==> src/rtl/cscan_pkg.sv <==
package cscan_pkg;

	// Stream field widths
	localparam int REQ_W     = 4;
	localparam int TRK_W     = 16;
	localparam int S_TDATA_W = 24;
	localparam int S_TUSER_W = 1;
	localparam int M_TDATA_W = 24;
	localparam int M_TUSER_W = 3;

	localparam int QUEUE_DEPTH_DEF = 16;
	localparam int TRACK_BITS_DEF  = 16;

	// req_type codes
	localparam logic REQ_DISK    = 1'b0;
	localparam logic REQ_RELEASE = 1'b1;

	typedef struct packed {
		logic load_in;
		logic grant_idle;
		logic cnt_clr;
		logic cnt_inc;
		logic alloc;
		logic drop;
		logic scan_clr;
		logic scan_en;
		logic pick;
		logic fix_en;
		logic res_load;
	} cmd_t;

	typedef struct packed {
		logic in_release;
		logic busy;
		logic slot_free;
		logic cnt_last;
		logic out_free;
		logic any_found;
	} sts_t;

endpackage

==> src/rtl/cscan_ram.sv <==
module cscan_ram #(
	parameter int WIDTH = 8,
	parameter int DEPTH = 16,
	localparam int AW = (DEPTH > 1) ? $clog2(DEPTH) : 1
) (
	input  logic             clk,
	input  logic             we,
	input  logic [AW-1:0]    waddr,
	input  logic [WIDTH-1:0] wdata,
	input  logic [AW-1:0]    raddr,
	output logic [WIDTH-1:0] rdata
);

	logic [WIDTH-1:0] mem [DEPTH];

	always_ff @(posedge clk) begin
		if (we) begin
			mem[waddr] <= wdata;
		end
		rdata <= mem[raddr];
	end

endmodule

==> src/rtl/cscan_ctrl.sv <==
module cscan_ctrl (
	input  logic           clk,
	input  logic           arst_n,
	input  logic           s_tvalid,
	output logic           s_tready,
	input  cscan_pkg::sts_t sts,
	output cscan_pkg::cmd_t cmd
);
	import cscan_pkg::*;

	typedef enum logic [3:0] {
		ST_IDLE,
		ST_DISPATCH,
		ST_FIND,
		ST_SCAN,
		ST_SCAN_END,
		ST_PICK,
		ST_RESULT,
		ST_FIX,
		ST_FIX_END
	} state_t;

	state_t state_q, state_nxt;
	logic   rdy_q;
	logic   fix_pend_q;

	assign s_tready = rdy_q;

	always_comb begin
		cmd       = '0;
		state_nxt = state_q;
		case (state_q)
			ST_IDLE: begin
				if (s_tvalid) begin
					cmd.load_in = 1'b1;
					state_nxt   = ST_DISPATCH;
				end
			end
			ST_DISPATCH: begin
				if (sts.in_release) begin
					cmd.cnt_clr  = 1'b1;
					cmd.scan_clr = 1'b1;
					state_nxt    = ST_SCAN;
				end else if (!sts.busy) begin
					cmd.grant_idle = 1'b1;
					state_nxt      = ST_RESULT;
				end else begin
					cmd.cnt_clr = 1'b1;
					state_nxt   = ST_FIND;
				end
			end
			ST_FIND: begin
				if (sts.slot_free) begin
					cmd.alloc = 1'b1;
					state_nxt = ST_RESULT;
				end else if (sts.cnt_last) begin
					cmd.drop  = 1'b1;
					state_nxt = ST_RESULT;
				end else begin
					cmd.cnt_inc = 1'b1;
				end
			end
			ST_SCAN: begin
				cmd.scan_en = 1'b1;
				cmd.cnt_inc = 1'b1;
				if (sts.cnt_last) begin
					state_nxt = ST_SCAN_END;
				end
			end
			// last read of the scan still in the compare stage
			ST_SCAN_END: begin
				state_nxt = ST_PICK;
			end
			ST_PICK: begin
				cmd.pick  = 1'b1;
				state_nxt = ST_RESULT;
			end
			ST_RESULT: begin
				if (sts.out_free) begin
					cmd.res_load = 1'b1;
					if (fix_pend_q) begin
						cmd.cnt_clr = 1'b1;
						state_nxt   = ST_FIX;
					end else begin
						state_nxt = ST_IDLE;
					end
				end
			end
			ST_FIX: begin
				cmd.fix_en  = 1'b1;
				cmd.cnt_inc = 1'b1;
				if (sts.cnt_last) begin
					state_nxt = ST_FIX_END;
				end
			end
			ST_FIX_END: begin
				state_nxt = ST_IDLE;
			end
			default: begin
				state_nxt = ST_IDLE;
			end
		endcase
	end

	always_ff @(posedge clk or negedge arst_n) begin
		if (!arst_n) begin
			state_q    <= ST_IDLE;
			rdy_q      <= 1'b1;
			fix_pend_q <= 1'b0;
		end else begin
			state_q <= state_nxt;
			rdy_q   <= (state_nxt == ST_IDLE);
			if (cmd.load_in) begin
				fix_pend_q <= 1'b0;
			end else if (cmd.pick) begin
				// a granted waiter leaves a hole in the arrival ranks
				fix_pend_q <= sts.any_found;
			end
		end
	end

endmodule

==> src/rtl/cscan_dp.sv <==
module cscan_dp #(
	parameter int QUEUE_DEPTH = cscan_pkg::QUEUE_DEPTH_DEF,
	parameter int TRACK_BITS  = cscan_pkg::TRACK_BITS_DEF
) (
	input  logic                        clk,
	input  logic                        arst_n,
	input  cscan_pkg::cmd_t             cmd,
	output cscan_pkg::sts_t             sts,
	input  logic                        in_req_type,
	input  logic [cscan_pkg::REQ_W-1:0] in_requester,
	input  logic [cscan_pkg::TRK_W-1:0] in_track,
	output logic                        out_valid,
	input  logic                        out_ready,
	output logic                        out_grant,
	output logic [cscan_pkg::REQ_W-1:0] out_requester,
	output logic [cscan_pkg::TRK_W-1:0] out_track,
	output logic                        out_dropped,
	output logic                        out_busy
);
	import cscan_pkg::*;

	localparam int IW  = $clog2(QUEUE_DEPTH);
	localparam int RKW = IW;
	localparam int CW  = $clog2(QUEUE_DEPTH + 1);
	localparam int DW  = TRACK_BITS + REQ_W + RKW;
	localparam logic [IW-1:0] LAST_IDX = IW'(QUEUE_DEPTH - 1);

	// item and scheduler state
	logic                   in_type_q;
	logic [REQ_W-1:0]       in_req_q;
	logic [TRACK_BITS-1:0]  in_trk_q;
	logic                   busy_q;
	logic [TRACK_BITS-1:0]  cur_q;
	logic [CW-1:0]          count_q;
	logic [QUEUE_DEPTH-1:0] valid_q;
	logic [QUEUE_DEPTH-1:0] down_q;
	logic [IW-1:0]          cnt_q;

	// read stage
	logic                   rd_scan_s1, rd_fix_s1;
	logic                   rd_vld_s1, rd_down_s1;
	logic [IW-1:0]          rd_idx_s1;
	logic [DW-1:0]          ram_rdata;
	logic [TRACK_BITS-1:0]  rd_trk;
	logic [REQ_W-1:0]       rd_req;
	logic [RKW-1:0]         rd_rank;

	// best candidates: upward only, and any waiter
	logic                   bu_found_q, ba_found_q;
	logic [IW-1:0]          bu_idx_q, ba_idx_q;
	logic [TRACK_BITS-1:0]  bu_trk_q, ba_trk_q;
	logic [REQ_W-1:0]       bu_req_q, ba_req_q;
	logic [RKW-1:0]         bu_rank_q, ba_rank_q;
	logic                   up_better, any_better;

	logic [IW-1:0]          sel_idx;
	logic [TRACK_BITS-1:0]  sel_trk;
	logic [REQ_W-1:0]       sel_req;
	logic [RKW-1:0]         sel_rank;
	logic [RKW-1:0]         fix_rank_q;

	logic                   res_grant_q, res_dropped_q, res_busy_q;
	logic [REQ_W-1:0]       res_req_q;
	logic [TRACK_BITS-1:0]  res_trk_q;

	logic                   out_valid_q;
	logic                   out_grant_q, out_dropped_q, out_busy_q;
	logic [REQ_W-1:0]       out_req_q;
	logic [TRACK_BITS-1:0]  out_trk_q;

	logic                   fix_wr;
	logic                   ram_we;
	logic [IW-1:0]          ram_waddr;
	logic [DW-1:0]          ram_wdata;

	assign rd_trk  = ram_rdata[TRACK_BITS-1:0];
	assign rd_req  = ram_rdata[TRACK_BITS +: REQ_W];
	assign rd_rank = ram_rdata[TRACK_BITS+REQ_W +: RKW];

	assign any_better = !ba_found_q || (rd_trk < ba_trk_q) ||
		((rd_trk == ba_trk_q) && (rd_rank < ba_rank_q));
	assign up_better  = !bu_found_q || (rd_trk < bu_trk_q) ||
		((rd_trk == bu_trk_q) && (rd_rank < bu_rank_q));

	// no upward waiter: every waiter turns upward, so the best of all wins
	assign sel_idx  = bu_found_q ? bu_idx_q  : ba_idx_q;
	assign sel_trk  = bu_found_q ? bu_trk_q  : ba_trk_q;
	assign sel_req  = bu_found_q ? bu_req_q  : ba_req_q;
	assign sel_rank = bu_found_q ? bu_rank_q : ba_rank_q;

	// rank compaction: every later waiter moves down by one
	assign fix_wr    = rd_fix_s1 && rd_vld_s1 && (rd_rank > fix_rank_q);
	assign ram_we    = cmd.alloc || fix_wr;
	assign ram_waddr = cmd.alloc ? cnt_q : rd_idx_s1;
	assign ram_wdata = cmd.alloc ? {RKW'(count_q), in_req_q, in_trk_q}
	                             : {rd_rank - RKW'(1), rd_req, rd_trk};

	cscan_ram #(
		.WIDTH(DW),
		.DEPTH(QUEUE_DEPTH)
	) u_slots (
		.clk   (clk),
		.we    (ram_we),
		.waddr (ram_waddr),
		.wdata (ram_wdata),
		.raddr (cnt_q),
		.rdata (ram_rdata)
	);

	always_comb begin
		sts            = '0;
		sts.in_release = (in_type_q == REQ_RELEASE);
		sts.busy       = busy_q;
		sts.slot_free  = !valid_q[cnt_q];
		sts.cnt_last   = (cnt_q == LAST_IDX);
		sts.out_free   = !out_valid_q || out_ready;
		sts.any_found  = ba_found_q;
	end

	always_ff @(posedge clk or negedge arst_n) begin
		if (!arst_n) begin
			busy_q      <= 1'b0;
			cur_q       <= '0;
			count_q     <= '0;
			valid_q     <= '0;
			cnt_q       <= '0;
			rd_scan_s1  <= 1'b0;
			rd_fix_s1   <= 1'b0;
			bu_found_q  <= 1'b0;
			ba_found_q  <= 1'b0;
			out_valid_q <= 1'b0;
		end else begin
			rd_scan_s1 <= cmd.scan_en;
			rd_fix_s1  <= cmd.fix_en;

			if (cmd.cnt_clr) begin
				cnt_q <= '0;
			end else if (cmd.cnt_inc) begin
				cnt_q <= (cnt_q == LAST_IDX) ? '0 : cnt_q + IW'(1);
			end

			if (cmd.grant_idle) begin
				busy_q <= 1'b1;
				cur_q  <= in_trk_q;
			end

			if (cmd.alloc) begin
				valid_q[cnt_q] <= 1'b1;
				count_q        <= count_q + CW'(1);
			end

			if (cmd.scan_clr) begin
				bu_found_q <= 1'b0;
				ba_found_q <= 1'b0;
			end else if (rd_scan_s1 && rd_vld_s1) begin
				if (any_better) begin
					ba_found_q <= 1'b1;
				end
				if (!rd_down_s1 && up_better) begin
					bu_found_q <= 1'b1;
				end
			end

			if (cmd.pick) begin
				if (ba_found_q) begin
					cur_q            <= sel_trk;
					valid_q[sel_idx] <= 1'b0;
					count_q          <= count_q - CW'(1);
				end else begin
					busy_q <= 1'b0;
					cur_q  <= '0;
				end
			end

			if (cmd.res_load) begin
				out_valid_q <= 1'b1;
			end else if (out_ready) begin
				out_valid_q <= 1'b0;
			end
		end
	end

	always_ff @(posedge clk) begin
		if (cmd.load_in) begin
			in_type_q <= in_req_type;
			in_req_q  <= in_requester;
			in_trk_q  <= TRACK_BITS'(in_track);
		end

		if (cmd.alloc) begin
			down_q[cnt_q] <= (in_trk_q < cur_q);
		end else if (cmd.pick && !bu_found_q) begin
			down_q <= '0;
		end

		rd_idx_s1  <= cnt_q;
		rd_vld_s1  <= valid_q[cnt_q];
		rd_down_s1 <= down_q[cnt_q];

		if (rd_scan_s1 && rd_vld_s1 && !cmd.scan_clr) begin
			if (any_better) begin
				ba_idx_q  <= rd_idx_s1;
				ba_trk_q  <= rd_trk;
				ba_req_q  <= rd_req;
				ba_rank_q <= rd_rank;
			end
			if (!rd_down_s1 && up_better) begin
				bu_idx_q  <= rd_idx_s1;
				bu_trk_q  <= rd_trk;
				bu_req_q  <= rd_req;
				bu_rank_q <= rd_rank;
			end
		end

		if (cmd.grant_idle) begin
			res_grant_q   <= 1'b1;
			res_req_q     <= in_req_q;
			res_trk_q     <= in_trk_q;
			res_dropped_q <= 1'b0;
			res_busy_q    <= 1'b1;
		end else if (cmd.alloc || cmd.drop) begin
			res_grant_q   <= 1'b0;
			res_req_q     <= '0;
			res_trk_q     <= '0;
			res_dropped_q <= cmd.drop;
			res_busy_q    <= busy_q;
		end else if (cmd.pick) begin
			res_grant_q   <= ba_found_q;
			res_req_q     <= ba_found_q ? sel_req : '0;
			res_trk_q     <= ba_found_q ? sel_trk : '0;
			res_dropped_q <= 1'b0;
			res_busy_q    <= ba_found_q ? busy_q : 1'b0;
			fix_rank_q    <= sel_rank;
		end

		if (cmd.res_load) begin
			out_grant_q   <= res_grant_q;
			out_req_q     <= res_req_q;
			out_trk_q     <= res_trk_q;
			out_dropped_q <= res_dropped_q;
			out_busy_q    <= res_busy_q;
		end
	end

	assign out_valid     = out_valid_q;
	assign out_grant     = out_grant_q;
	assign out_requester = out_req_q;
	assign out_track     = TRK_W'(out_trk_q);
	assign out_dropped   = out_dropped_q;
	assign out_busy      = out_busy_q;

endmodule

==> src/rtl/cscan_track_request_arbiter_top.sv <==
// C-SCAN disk arbiter, one item at a time, one result item per input item.
// Request on an idle disk: granted at once from the input register, no search.
// Request on a busy disk: free-slot search, then a queued or dropped result.
// Release: scan with one slot-RAM read per cycle, pick, result, then (if a
// waiter was granted) a rank compaction pass over the RAM before the next item.
// arst_n clears the disk to idle, current track 0 and all slots free.
module cscan_track_request_arbiter_top #(
	parameter int QUEUE_DEPTH = cscan_pkg::QUEUE_DEPTH_DEF,
	parameter int TRACK_BITS  = cscan_pkg::TRACK_BITS_DEF
) (
	input  logic                            clk,
	input  logic                            arst_n,
	input  logic                            s_tvalid,
	output logic                            s_tready,
	input  logic [cscan_pkg::S_TDATA_W-1:0] s_tdata,  // requester, track, zero pad
	input  logic [cscan_pkg::S_TUSER_W-1:0] s_tuser,  // req_type
	output logic                            m_tvalid,
	input  logic                            m_tready,
	output logic [cscan_pkg::M_TDATA_W-1:0] m_tdata,  // grant_requester, grant_track, zero pad
	output logic [cscan_pkg::M_TUSER_W-1:0] m_tuser   // grant_valid, dropped, disk_busy
);
	import cscan_pkg::*;

	cmd_t             cmd;
	sts_t             sts;
	logic             grant;
	logic             dropped;
	logic             busy;
	logic [REQ_W-1:0] grant_req;
	logic [TRK_W-1:0] grant_trk;

	cscan_ctrl u_ctrl (
		.clk      (clk),
		.arst_n   (arst_n),
		.s_tvalid (s_tvalid),
		.s_tready (s_tready),
		.sts      (sts),
		.cmd      (cmd)
	);

	cscan_dp #(
		.QUEUE_DEPTH(QUEUE_DEPTH),
		.TRACK_BITS (TRACK_BITS)
	) u_dp (
		.clk           (clk),
		.arst_n        (arst_n),
		.cmd           (cmd),
		.sts           (sts),
		.in_req_type   (s_tuser[0]),
		.in_requester  (s_tdata[REQ_W-1:0]),
		.in_track      (s_tdata[REQ_W +: TRK_W]),
		.out_valid     (m_tvalid),
		.out_ready     (m_tready),
		.out_grant     (grant),
		.out_requester (grant_req),
		.out_track     (grant_trk),
		.out_dropped   (dropped),
		.out_busy      (busy)
	);

	assign m_tdata = {{(M_TDATA_W - REQ_W - TRK_W){1'b0}}, grant_trk, grant_req};
	assign m_tuser = {busy, dropped, grant};

endmodule

==> config.mk <==
export PLATFORM = sky130hd
export DESIGN_NAME = cscan_track_request_arbiter_top
export DESIGN_NICKNAME = d
export VERILOG_FILES = /design/src/rtl/cscan_pkg.sv /design/src/rtl/cscan_ram.sv /design/src/rtl/cscan_ctrl.sv /design/src/rtl/cscan_dp.sv /design/src/rtl/cscan_track_request_arbiter_top.sv
export SDC_FILE = /design/constraint.sdc
export NUM_CORES = 1
export LEC_CHECK = 0
export ABC_AREA = 0
export ABC_CLOCK_PERIOD_IN_PS = 6100
export BUFFER_PORTS_ARGS = -buffer_cell sky130_fd_sc_hd__buf_2
export CORE_MARGIN = 2
export CORE_UTILIZATION = 40
export CTS_CLUSTER_SIZE = 14
export DETAILED_ROUTE_END_ITERATION = 6
export HOLD_SLACK_MARGIN = 0.12
export PLACE_DENSITY_LB_ADDON = 0.15
export SYNTH_ARGS = -nofsm -noshare
export SYNTH_HDL_FRONTEND = slang
export SYNTH_SLANG_ARGS = --single-unit
==> constraint.sdc <==
create_clock -name clk -period 6.1 [get_ports clk]
set_clock_uncertainty 0.15 [all_clocks]
set_input_delay 1.22 -clock clk [delete_from_list [all_inputs] [get_ports clk]]
set_output_delay 1.22 -clock clk [all_outputs]
set_load 0.005 [all_outputs]
# Yosys cells after proc, flatten, opt, wreduce, memory -nomap -nowiden
# Memory sizes are Yosys's and may differ from the RTL's. A register that Yosys moved wholly into a read port is not among the register bits.
# Index checks and enable logic that the tools add are counted.
# word_totals
regBits,202
latch_bits,0
ramBits,384
mem_bits_ro,0
in_bits,29
output_inout_bits,29
wordCells,200
memories,1
# op_classes
addsub,4
n_mul,0
div,0
order_cmp,10
eq_ne,10
n_shift,0
muxes,91
bitwise,5
n_reduce_logical,40
# memory_table
memory,depth,word_bits,read_ports,rd_clocked_by_memory_dff,wr,line_no,source
u_dp.u_slots.mem,16,24,1,1,1,cscan_ram.sv:14,logic [WIDTH-1:0] mem [DEPTH];
# ops
operator,count
$mux W16,12
$mux W4,17
$lt A16 B16 Y1,3
$mux W1,46
$eq A16 B16 Y1,2
$pmux W4 S8,1
$mux W24,1
$reduce_bool A2 Y1,9
$and A16 B16 Y16,1
$bwmux W16,1
$eq A4 B3 Y1 const B,4
$not A16 Y16,1
$or A16 B16 Y16,1
$mux W5,3
$logic_and A1 B1 Y1,10
$lt A4 B5 Y1 const B,2
$mux W3,3
$bmux W1 S4,2
$demux W1 S4,2
$eq A4 B2 Y1 const B,2
$ge A4 B1 Y1 const B,2
$logic_not A4 Y1,2
$lt A4 B4 Y1,2
$reduce_and A2 Y1,4
other kinds (15),27

# Logic depth before layout (Yosys ltp)
# Gate-level depths: netlist of the first run.
# depth
depth_word,9
ltp_mapped,11
ltp_nobuf,9

# Modules after synthesis
# From an unflattened synthesis of the first run, not the netlist that was laid out.
# hier_totals
hier_cells,1497
hier_area_um2,24968.9
# by_module_without_submodules
module,n_inst,cells_each,area_each_um2,seq_area_each_um2
cscan_ram,1,636,14930.6,12011.5
cscan_dp,1,804,9491.6,5535.3
cscan_ctrl,1,49,490.5,151.4
cscan_track_request_arbiter_top,1,8,56.3,0.0

# Worst setup path after synthesis of the first run
# OpenSTA, ideal clock, no wires.
# synth_timing
path_type,reg-to-reg
start,register u_dp.cnt_q[0]
end,memory u_dp.u_slots.mem[11][0] (netlist name) (enable)
setup_time_ns,0.473
t_arrival_ns,4.378
t_required_ns,5.477
path_slack_ns,1.099
path_stages_with_launch,9
n_path_buf,3
synth_period_minus_slack_ns,5.001
cell_sequence,dfrtp_1 buf_2 inv_2 mux4_2 mux2_4 and2_4 buf_6 buf_6 o41ai_1
# synth_between
elab_chain_cells,7
elab_cells_between_ends,8
classes_between,7 x mux; 1 x reduce/logical
# synth_rtl
item,line_no,source
"start, declared",cscan_dp.sv:37,logic [IW-1:0] cnt_q;
"start signal, assigned",cscan_dp.sv:139,cnt_q <= (cnt_q == LAST_IDX) ? '0 : cnt_q + IW'(1);
$bmux W1 S4,cscan_dp.sv:114,sts.slot_free = !valid_q[cnt_q];
$mux W1 (not written as such),cscan_dp.sv:114,
$mux W1,cscan_ctrl.sv:53,if (sts.slot_free) begin
$mux W2,cscan_ctrl.sv:32,case (state_q)
$logic_or A1 B1 Y1,cscan_dp.sv:93,assign ram_we = cmd.alloc || fix_wr;
$mux W1,cscan_ram.sv:17,if (we) begin
$mux W1 (not written as such),cscan_ram.sv:18,mem[waddr] <= wdata;
"end, declared",cscan_ram.sv:14,
# Several ways; a longest one is shown, not always the timed one. The select of a mux whose other input is x is not followed.

# Worst setup path in the final report of the first run
# layout_timing
start,register u_dp.cnt_q[1]
end,"register u_dp.res_req_q[1], data pin"
# layout_between
elab_chain_cells,7
elab_cells_between_ends,10
classes_between,1 x eq/ne; 8 x mux; 1 x reduce/logical
# layout_rtl
item,line_no,source
$bmux W1 S4 or $eq A4 B4 Y1 (tied branches),"cscan_dp.sv:114, cscan_dp.sv:115",
"$mux W1, on equally long branches","cscan_dp.sv:114, cscan_ctrl.sv:56",
$mux W1,cscan_ctrl.sv:53,
$mux W2 (*),cscan_ctrl.sv:32,
$logic_or A1 B1 Y1 (*),cscan_dp.sv:221,end else if (cmd.alloc || cmd.drop) begin
$mux W4 (*),cscan_dp.sv:221,
$mux W4 (*),cscan_dp.sv:215,if (cmd.grant_idle) begin
"end signal, assigned",cscan_dp.sv:217,res_req_q <= in_req_q;
"end signal, assigned",cscan_dp.sv:229,res_req_q <= ba_found_q ? sel_req : '0;
"end, declared",cscan_dp.sv:63,logic [REQ_W-1:0] res_req_q;
# Mark *: on every way between the ends. The rest lies on a longest branch, timed or not. The select of a mux whose other input is x is not followed.
# A chain may end at the register's enable or synchronous reset.

==> results.tsv, run 1 <==
stage	metric	value	unit
outcome	outcome	completed	
grt	grt_max_degree	105	
clocking	cts_buffer_depth	3	
worst_setup_path	end_kind	flip-flop	
worst_setup_path	worstSetupPathType	reg2reg	
timing	fin_ws	1922	ps
grt	grt_pass1_wl	87660	µm
timing	slew_headroom	0.1803	
worst_setup_path	r2r_start	u_dp.cnt_q[1]	
worst_hold_path	hold_class	reg2reg	
worst_hold_path	min_to	u_dp.out_requester[3]	
clocking	clk_latency	600	ps
grt	track_usage	0.1839	
timing	rsz0062_at_grt	false	
grt	grt_pass1_vias	13917	
final_layout	area_delta_synth_final	14.25	%
drt	antenna_left	0	
timing	setup_viol_count_final	0	
final_layout	final_cell_mix	edfxtp_1, nand2_1, mux4_2	
drt	drc	0	
timing	max_freq	0.2393	GHz
worst_setup_path	rrSetupSlack	1920	ps
logic_synthesis	netlist_instances	1523	
grt	grt.overflow.total	0	
logic_synthesis	synth_seq_cells	609	
pwr	power.density	515.4	mW/mm²
worst_setup_path	cp_max_fo	57	
floorplan	core	0.06194	mm²
worst_hold_path	min_path_cells	0	
floorplan	io_pins	58	
clocking	htreeDepth	3	
final_layout	final_common_cell	edfxtp_1	
worst_setup_path	critPathBufInv	1	
worst_setup_path	crit_required	6340	ps
worst_setup_path	r2r_end	u_dp.res_req_q[1]	
drt	wl_per_cell	23.20	µm
floorplan	die_h	254.6	µm
logic_synthesis	synth-simple-area-share	0.05802	
final_layout	diodes	0	
logic_synthesis	synth_cell_types	61	
logic_synthesis	synth_compound_area_frac	0.05089	
clocking	cts_resized	0	
place	gp_congestion	0.8051	
timing	worst_slew_pin_slew	1230	ps
worst_setup_path	critPathArrivalTime	4420	ps
drt	vias	13514	
drt	drt_wl_total	57810	µm
final_layout	instances_no_fill	2492	
worst_setup_path	start_kind	flip-flop	
drt	drtIter0Drc	1128	
logic_synthesis	synth_xor_area_frac	0.002092	
worst_hold_path	min_from	u_dp.res_req_q[3]	
place	dp_hpwl	35690	µm
final_layout	drive_above_1_share	0.2054	
floorplan	initial_utilization	0.4056	
logic_synthesis	synth_top_family_by_area	multiplexers	
logic_synthesis	syn_avg_cell_area	16.50	µm²
clocking	tritoncts	yes	
place	io_buffers	49	
timing	period_minus_slack	4178	ps
worst_setup_path	critical-path-max-stage-delay	990	ps
floorplan	fp.dieW	254.6	µm
logic_synthesis	synth-warning-count	0	
place	dp_cells	2368	
logic_synthesis	async_flop_share	0.08539	
clocking	clkTransAtPathRegs	50	ps
drt	drt_first_pass_iters	7	
worst_setup_path	cpMaxStageDelayCell	dfrtp_4	
timing	hold_violations	0	
clocking	ctsHoldBuffers	0	
pwr	p_leak	9.996	nW
logic_synthesis	ys.flop_type	edfxtp_1	
clocking	cts_setup_buffers	0	
timing	slew_viol_final	0	
logic_synthesis	synthAdderAreaFrac	0.03187	
floorplan	die-area	0.06483	mm²
floorplan	num_rows	91	
run	cap_violations	0	
final_layout	nets	1693	
grt	antenna_found_initial	0	
logic_synthesis	synthMuxAreaShare	0.1265	
pwr	ir_drop	0.2882	mV
clocking	cts_root_buf	clkbuf_16	
drt	viasPerCell	5.423	
place	dp_slack	1832	ps
logic_synthesis	synth_edf_count	524	
worst_setup_path	r2r_cells	7	
logic_synthesis	ys_seq_area_frac	0.7044	
clocking	cts_sinks	609	
worst_setup_path	cp_cell_sequence	buf_4 > nor2b_1 > a221oi_1 > o21ai_0 > nand3_1 > nand2_1 > o31ai_1	
logic_synthesis	syn_area	0.02513	mm²
worst_setup_path	path_delay_family	simple AND/OR/NAND/NOR gates	
timing	fin_crit_sh	0.6850	
timing	tns	0	ps
timing	fin_hold_ws	267.7	ps
clocking	cts_inserted_buffers	67	
==> worst max path at each step <==
stage | startpoint | endpoint | slack (ps) | cells past startpoint
2_1_floorplan | u_dp.cnt_q[0] | u_dp.u_slots.mem[11][0] | 1100 | 8
3_3_place_gp | u_dp.cnt_q[1] | u_dp.u_slots.mem[14][23] | 1860 | 5
3_5_place_dp | u_dp.cnt_q[1] | u_dp.u_slots.mem[14][16] | 1830 | 5
4_1_cts | u_dp.cnt_q[1] | u_dp.u_slots.mem[14][1] | 1820 | 5
5_1_grt | u_dp.cnt_q[1] | u_dp.res_req_q[1] | 1560 | 7
6_report | u_dp.cnt_q[1] | u_dp.res_req_q[1] | 1920 | 7
==> Yosys cell counts, types with 3 or more instances <==
library cell,count,share of area
a211oi_1,20,0.0060
a21o_1,15,0.0045
a21oi_1,31,0.0062
a22oi_1,3,0.00090
a31oi_1,5,0.0012
and2_1,3,0.00075
and3_1,4,0.0010
buf_1,6,0.00090
buf_2,20,0.0040
buf_4,7,0.0021
buf_6,3,0.0013
clkbuf_1,46,0.0069
dfrtp_1,51,0.051
dfxtp_1,33,0.026
edfxtp_1,524,0.63
ha_1,64,0.032
inv_1,71,0.011
mux2i_1,28,0.011
mux4_2,127,0.11
nand2_1,181,0.027
nand2b_1,5,0.0012
nand3_1,26,0.0052
nand4_1,16,0.0040
nor2_1,53,0.0079
nor2b_1,9,0.0022
nor3_1,27,0.0054
o211ai_1,20,0.0060
o21a_1,5,0.0015
o21ai_0,56,0.011
o22a_1,12,0.0042
o31ai_1,8,0.0024
o41ai_1,6,0.0021
xnor2_1,5,0.0017
==> power breakdown <==
group	total (mW)	internal, mW	switching, mW
clock	3.99	2.38	1.61
sequential	6.61	6.05	0.560
combinational	4.19	1.57	2.62
total	14.8	10.0	4.79
==> cell type report <==
type,count,area [µm²]
timing repair buffer,87,543.0
clock buffer,96,1928
tap,837,1047
inverter,73,274.0
sequential,609,17710
multi-input combinational,762,6937
clock inverter,28,267.8
fill,5427,33230
==> worst register-to-register path, delay by kind of cell (launching register included) <==
kind,cells,cell delay (ps)
flip-flops,1,990
AO/OA/AOI/OAI,3,980
buffers and inverters,1,830
AND/OR/NAND/NOR,3,1030
==> stage by stage <==
stage          utilization  instance area, µm²  total power, mW
3_3_place_gp        0.4280               26510            10.82
3_5_place_dp        0.4280               26510            10.93
4_1_cts             0.4635               28710            14.94
5_1_grt             0.4635               28710            15.59
6_report            0.4635               28710            14.80
2_1_floorplan            -               25140            9.417
==> registers in the layout, indices dropped and copies added, names as in the netlist, 16 cells and up <==
register,flops
u_dp.out_track,16
u_dp.ba_trk_q,16
u_dp.u_slots.rdata,24
u_dp.valid_q,16
u_dp.down_q,16
u_dp.u_slots.mem,384
u_dp.bu_trk_q,16
u_dp.res_trk_q,16
u_dp.cur_q,16
u_dp.in_trk_q,16
==> per-layer routing <==
layer | wire, µm | track usage | part of all wire
met1 | 26020 | 0.2520 | 0.45
met2 | 27890 | 0.3019 | 0.48
met3 | 2442 | 0.02909 | 0.042
met4 | 1463 | 0.05965 | 0.025
met5 | 0 | 0 | 0
==> logic make-up after synthesis <==
logic type,count (synthesis)
mux,158
buf+inv,155
xor+xnor,6
simple gates,335
other cells,1
fa+ha+maj,64
compound gates,195
flops,609
No activity file was read; power rests on OpenSTA's default activity.
==> run 2: changes to the inputs <==
ABC_CLOCK_PERIOD_IN_PS = 4300   (was 6100)
clock period = 4.3 ns   (was 6.1 ns; I/O delays follow)
==> run 2 against run 1 <==
  * Sequential power is 41% higher
  * Non-clock buffer count is 8 higher
  * Global-route usage is 0.35 points higher
  * Critical path type unchanged
  * Critical endpoint is now u_dp.res_trk_q[11]
  * Via count is 0.63% higher
==> results.tsv, run 2 (synthesis gave the netlist of run 1 again) <==
stage	metric	value	unit	change
worst_setup_path	end_kind	flip-flop		
pwr	p_leak	10.01	nW	about the same
floorplan	io_pins	58		unchanged
worst_setup_path	r2r_cells	7		unchanged
timing	hold_violations	0		unchanged
final_layout	n_fill_cell	5394		-0.61%
final_layout	drive_above_1_share	0.2078		+0.002393
final_layout	final_common_cell	edfxtp_1		
worst_setup_path	r2r_start	u_dp.cnt_q[0]		
worst_setup_path	worstSetupPathType	reg2reg		
worst_setup_path	cpMaxStageDelayCell	buf_12		
floorplan	initial_utilization	0.4056		unchanged
pwr	power.density	728.0	mW/mm²	+41%
worst_setup_path	rrSetupSlack	730	ps	-1190 ps
timing	fin_crit_sh	0.8294		+0.1444
drt	drt_wl_total	59030	µm	+2.1%
clocking	cts_root_buf	clkbuf_16		
timing	tns	0	ps	unchanged
floorplan	num_rows	91		unchanged
timing	period_minus_slack	3567	ps	-611.9 ps
run	cap_violations	0		unchanged
final_layout	design_area	0.02871	mm²	about the same
final_layout	final_cell_mix	edfxtp_1, nand2_1, mux4_2		
drt	drtIter0Drc	1093		-3.1%
worst_setup_path	critPathArrivalTime	3740	ps	-680 ps
timing	rsz0062_at_grt	false		
worst_setup_path	crit_required	4470	ps	-1870 ps
place	dp_cells	2376		+0.34%
grt	grt_pass1_wl	88600	µm	+1.1%
clocking	cts_inserted_buffers	66		-1.5%
drt	antenna_left	0		unchanged
grt	grt_pass1_vias	13752		-1.2%
final_layout	instances_no_fill	2497		+0.20%
grt	antenna_found_initial	0		unchanged
floorplan	core	0.06194	mm²	unchanged
floorplan	die_h	254.6	µm	unchanged
timing	slew_viol_final	0		unchanged
drt	vias	13599		+0.63%
drt	viasPerCell	5.446		+0.43%
clocking	cts_setup_buffers	0		unchanged
clocking	clk_latency	610	ps	about the same
final_layout	diodes	0		unchanged
floorplan	fp.dieW	254.6	µm	unchanged
drt	drt_first_pass_iters	5		-2
clocking	clkTransAtPathRegs	60	ps	about the same
final_layout	largest_reg_flops	384		unchanged
final_layout	nets	1700		+0.41%
worst_setup_path	cp_max_fo	104		+82%
clocking	ctsHoldBuffers	0		unchanged
place	gp_congestion	0.8337		+3.6%
final_layout	area_delta_synth_final	14.26	%	about the same
clocking	cts_buffer_depth	3		unchanged
place	io_buffers	49		unchanged
drt	drc	0		unchanged
clocking	tritoncts	yes		
place	dpl-instance-area	0.02662	mm²	+0.42%
worst_setup_path	start_kind	flip-flop		
worst_setup_path	r2r_end	u_dp.res_trk_q[11]		
timing	slew_headroom	0.2115		+0.03117
worst_setup_path	crit_top_cell	o21ai_0		
final_layout	largest_registers	u_dp.u_slots.mem (384), u_dp.u_slots.rdata (24)		
grt	grt.overflow.total	0		unchanged
pwr	ir_drop	0.4629	mV	+61%
outcome	outcome	completed		
worst_setup_path	critical-path-max-stage-delay	620	ps	-370 ps
final_layout	registers.top_by_ff_count	u_dp.u_slots.mem		
place	dp_hpwl	35150	µm	-1.5%
clocking	htreeDepth	3		unchanged
floorplan	die-area	0.06483	mm²	unchanged
drt	wl_per_cell	23.64	µm	+1.9%
grt	track_usage	0.1874		+0.003517
timing	max_freq	0.2804	GHz	+17%
timing	worst_slew_pin_slew	1178	ps	-51.11 ps
timing	setup_viol_count_final	0		unchanged
clocking	cts_resized	0		unchanged
worst_setup_path	worstSetupStartpoint	u_dp.cnt_q[0]		
grt	grt_max_degree	105		unchanged
clocking	cts_sinks	609		unchanged
worst_setup_path	cp_cell_sequence	buf_12 > nor2b_1 > a221oi_1 > o21ai_0 > nand3_1 > nand2_1 > o21ai_0		
pwr	finalPower	20.90	mW	+41%
timing	fin_hold_ws	172.9	ps	-94.78 ps
worst_hold_path	hold_class	in2async		
run 2: how the worst max path moves through the flow:
stage	endpoint	slack, ps	cells past startpoint
final	u_dp.res_trk_q[11]	730	7
after global routing	u_dp.res_trk_q[11]	340	7
after CTS	u_dp.res_trk_q[7]	650	7
after detailed placement	u_dp.res_trk_q[3]	670	7
after global placement	u_dp.res_trk_q[10]	690	7
after floorplan	u_dp.u_slots.mem[11][0]	-700	8
run 2: area by class of cell:
type	instances	area (µm²)	area share
Clock buffer	94	1848	0.06437
Timing Repair Buffer	95	615.6	0.02144
Tap cell	837	1047	0.03648
Sequential cell	609	17710	0.6169
Multi-Input combinational cell	762	6974	0.2429
Inverter	73	274.0	0.009545
Clock inverter	27	239.0	0.008325
run 2: where the power goes:
part | leakage [nW] | internal, mW | switching (mW)
Combinational | 3.29 | 2.30 | 3.84
Clock | 1.03 | 3.19 | 2.28
Sequential | 5.69 | 8.57 | 0.714
Total | 10.0 | 14.1 | 6.84
run 2: worst max-delay path: cells and delay by family, from the launching register on:
kind / cells / cell delay [ps]
buf+inv: 1 / 620
compound gates: 3 / 550
simple gates: 3 / 1390
flops: 1 / 510
run 2: per-layer routing:
metal	wire length, µm	vias to the layer above	GRT usage
li1	-	6076	-
met1	26780	7070	0.2652
met2	27680	363	0.2964
met3	2900	90	0.02950
met4	1671	0	0.06483
met5	0	-	0
run 2: per-stage QoR:
stage	util	setup WS, ps
finish	0.4635	733.5
global route	0.4635	344.5
CTS	0.4635	652.8
detailed placement	0.4298	665.0
global placement	0.4298	689.3
floorplan	-	-700.8
==> run 3: changes to the inputs <==
ABC_CLOCK_PERIOD_IN_PS = 3000   (was 4300)
clock period = 3 ns   (was 4.3 ns; I/O delays follow)
==> run 3 against run 2 <==
  * Combinational power rose by 66%
  * Wire length fell by 1.8%
  * Power rose by 51%
  * Maximum frequency rose by 22%
  * Largest power group unchanged
==> results.tsv, run 3 (synthesis gave the netlist of run 1 again) <==
stage	metric	value	unit	change
outcome	outcome	completed		
final_layout	diodes	0		unchanged
grt	met3_usage	0.02929		-0.0002041
worst_setup_path	cpMaxStageDelayCell	dfrtp_2		
worst_setup_path	end_kind	flip-flop		
worst_setup_path	worstSetupPathType	reg2reg		
final_layout	area_delta_synth_final	19.73	%	
clocking	clk_latency	600	ps	about the same
pwr	power.density	1052	mW/mm²	+45%
run	cap_violations	0		unchanged
drt	drt_wl_total	57970	µm	-1.8%
clocking	cts_buffer_depth	3		unchanged
grt	grt_max_degree	98		-6.7%
timing	slew_headroom	0.4335		+0.2220
floorplan	io_pins	58		unchanged
grt	grt.overflow.total	0		unchanged
drt	drt_first_pass_iters	6		+1
grt	top_usage_layer	met2		
pwr	finalPower	31.65	mW	+51%
worst_setup_path	cp_cell_sequence	mux2i_1 > mux4_2 > mux2_4 > and2_4 > o41ai_4 > buf_12		
floorplan	fp.dieW	254.6	µm	unchanged
clocking	cts_root_buf	clkbuf_16		
timing	period_minus_slack	2917	ps	-649.4 ps
timing	max_freq	0.3428	GHz	+22%
grt	track_usage	0.1840		-0.003394
place	io_buffers	49		unchanged
final_layout	final_common_cell	edfxtp_1		
pwr	power.share.combinational	0.322		+0.028
clocking	cts_inserted_buffers	68		+3.0%
pwr	p_leak	10.62	nW	+6.2%
drt	antenna_left	0		unchanged
floorplan	initial_utilization	0.4056		unchanged
timing	worst_slew_pin_slew	849.8	ps	-328.6 ps
place	dp_cells	2431		+2.3%
clocking	cts_sinks	609		unchanged
final_layout	nets	1781		+4.8%
final_layout	largest_reg_flops	384		unchanged
grt	grt_pass1_vias	14122		+2.7%
final_layout	area.sequential	0.01771	mm²	unchanged
pwr	netSwitchingFraction	0.3219		-0.005225
drt	wl_per_cell	22.46	µm	-5.0%
final_layout	registers.top_by_ff_count	u_dp.u_slots.mem		
place	gp_congestion	0.8298		-0.47%
worst_setup_path	start_kind	flip-flop		
timing	fin_crit_sh	0.9724		+0.1430
grt	grt_pass1_wl	87640	µm	-1.1%
floorplan	core	0.06194	mm²	unchanged
final_layout	final_util	0.4857		+0.02220
pwr	ir_drop	0.5822	mV	+26%
final_layout	drive_above_1_share	0.2362		+0.02841
grt	met1_usage	0.2511		-0.01412
final_layout	final_cell_mix	edfxtp_1, nand2_1, mux4_2		
pwr	power.internal	21.46	mW	+53%
place	dp_hpwl	35990	µm	+2.4%
worst_setup_path	critPathArrivalTime	3050	ps	-690 ps
timing	setup_viol_count_final	0		unchanged
final_layout	largest_registers	u_dp.u_slots.mem (384), u_dp.u_slots.rdata (24)		
final_layout	instances_no_fill	2581		+3.4%
worst_hold_path	hold_class	in2reg		
clocking	clkTransAtPathRegs	60	ps	about the same
pwr	seqPwrFrac	0.419		-0.025
drt	drc	0		unchanged
timing	slew_viol_final	0		unchanged
drt	vias	13651		+0.38%
floorplan	die-area	0.06483	mm²	unchanged
timing	tns	0	ps	unchanged
clocking	tritoncts	yes		
worst_setup_path	crit_required	3130	ps	-1340 ps
grt	grt_use_met2	0.3012		+0.004827
drt	viasPerCell	5.289		-2.9%
worst_setup_path	cp_max_fo	24		-77%
floorplan	die_h	254.6	µm	unchanged
timing	fin_hold_ws	209.4	ps	+36.43 ps
timing	hold_violations	0		unchanged
clocking	htreeDepth	3		unchanged
grt	antenna_found_initial	1		+1
pwr	switchingPower	10.19	mW	+49%
final_layout	multi_input_area	0.007047	mm²	+1.0%
worst_setup_path	critical-path-max-stage-delay	510	ps	-110 ps
floorplan	num_rows	91		unchanged
pwr	p_clk_frac	0.259		-0.003
final_layout	n_fill_cell	5271		-2.3%
drt	drtIter0Drc	889		-19%
run 3: cell types whose count changed in the layout (fill, tap and decap cells not counted), sizes merged:
| cell | previous run | this run |
|---|---|---|
| clkinv | 21 | 28 |
| dlygate4sd3 | 0 | 22 |
| buf | 95 | 152 |
| bufinv | 3 | 4 |
| clkinvlp | 0 | 2 |
| clkbuf | 94 | 89 |
run 3: power groups by stage:
| stage | Combinational (mW) | Clock [mW] | Sequential (mW) |
|---|---|---|---|
| floorplan | 6.36 | 0 | 12.9 |
| global placement | 10.0 | 0 | 13.4 |
| detailed placement | 10.3 | 0 | 13.4 |
| CTS | 10.3 | 8.43 | 13.3 |
| global route | 11.2 | 8.75 | 13.4 |
| finish | 10.2 | 8.20 | 13.3 |
run 3: routing by layer:
layer,share of wire,wire length [µm]
met1,0.45,26170
met2,0.48,27860
met5,0,0
met3,0.042,2406
met4,0.026,1536
run 3: final timing paths:
check,from,end,slack [ps],cells past startpoint
max,u_dp.cnt_q[2],u_dp.u_slots.mem[11][6],80,6
min in group asynchronous,arst_n,u_dp.valid_q[3],490,2
max in group asynchronous,arst_n,u_dp.cur_q[1],1380,3
max reg2reg,u_dp.cnt_q[2],u_dp.u_slots.mem[11][6],80,6
min,m_tready,u_dp.out_valid,210,3
min reg2reg,u_dp.res_trk_q[8],u_dp.out_track[8],260,0
run 3: what timing repair did:
item                                   in CTS  in global routing
setup endpoints to repair                   0                 89
buffers inserted                            0                  2
endpoints found under the hold margin      54                  0
gates resized for setup                     0                  4
hold buffers                               22                  0
run 3: layout make-up:
| type | instances | share of cell area |
|---|---|---|
| flip-flops and latches | 609 | 0.5887 |
| repair buffers | 174 | 0.05877 |
| well taps | 837 | 0.03481 |
| clock buffers | 89 | 0.06293 |
| clock inverters | 37 | 0.01135 |
| multi-input cells | 762 | 0.2342 |
| inverters | 73 | 0.009192 |
run 3: metrics by stage:
step                      area, µm²  setup slack [ps]
after detailed placement      27590             68.94
final                         30080             82.82
after global placement        27590             97.95
after global routing          30080           -0.5385
after CTS                     30050             66.34
after floorplan               25320            -412.4
run 3: worst max-delay path: cells and delay by family, from the launching register on:
family	cells	cell delay, ps
simple gates	1	240
flops	1	510
compound gates	1	430
buf+inv	1	270
mux	3	980
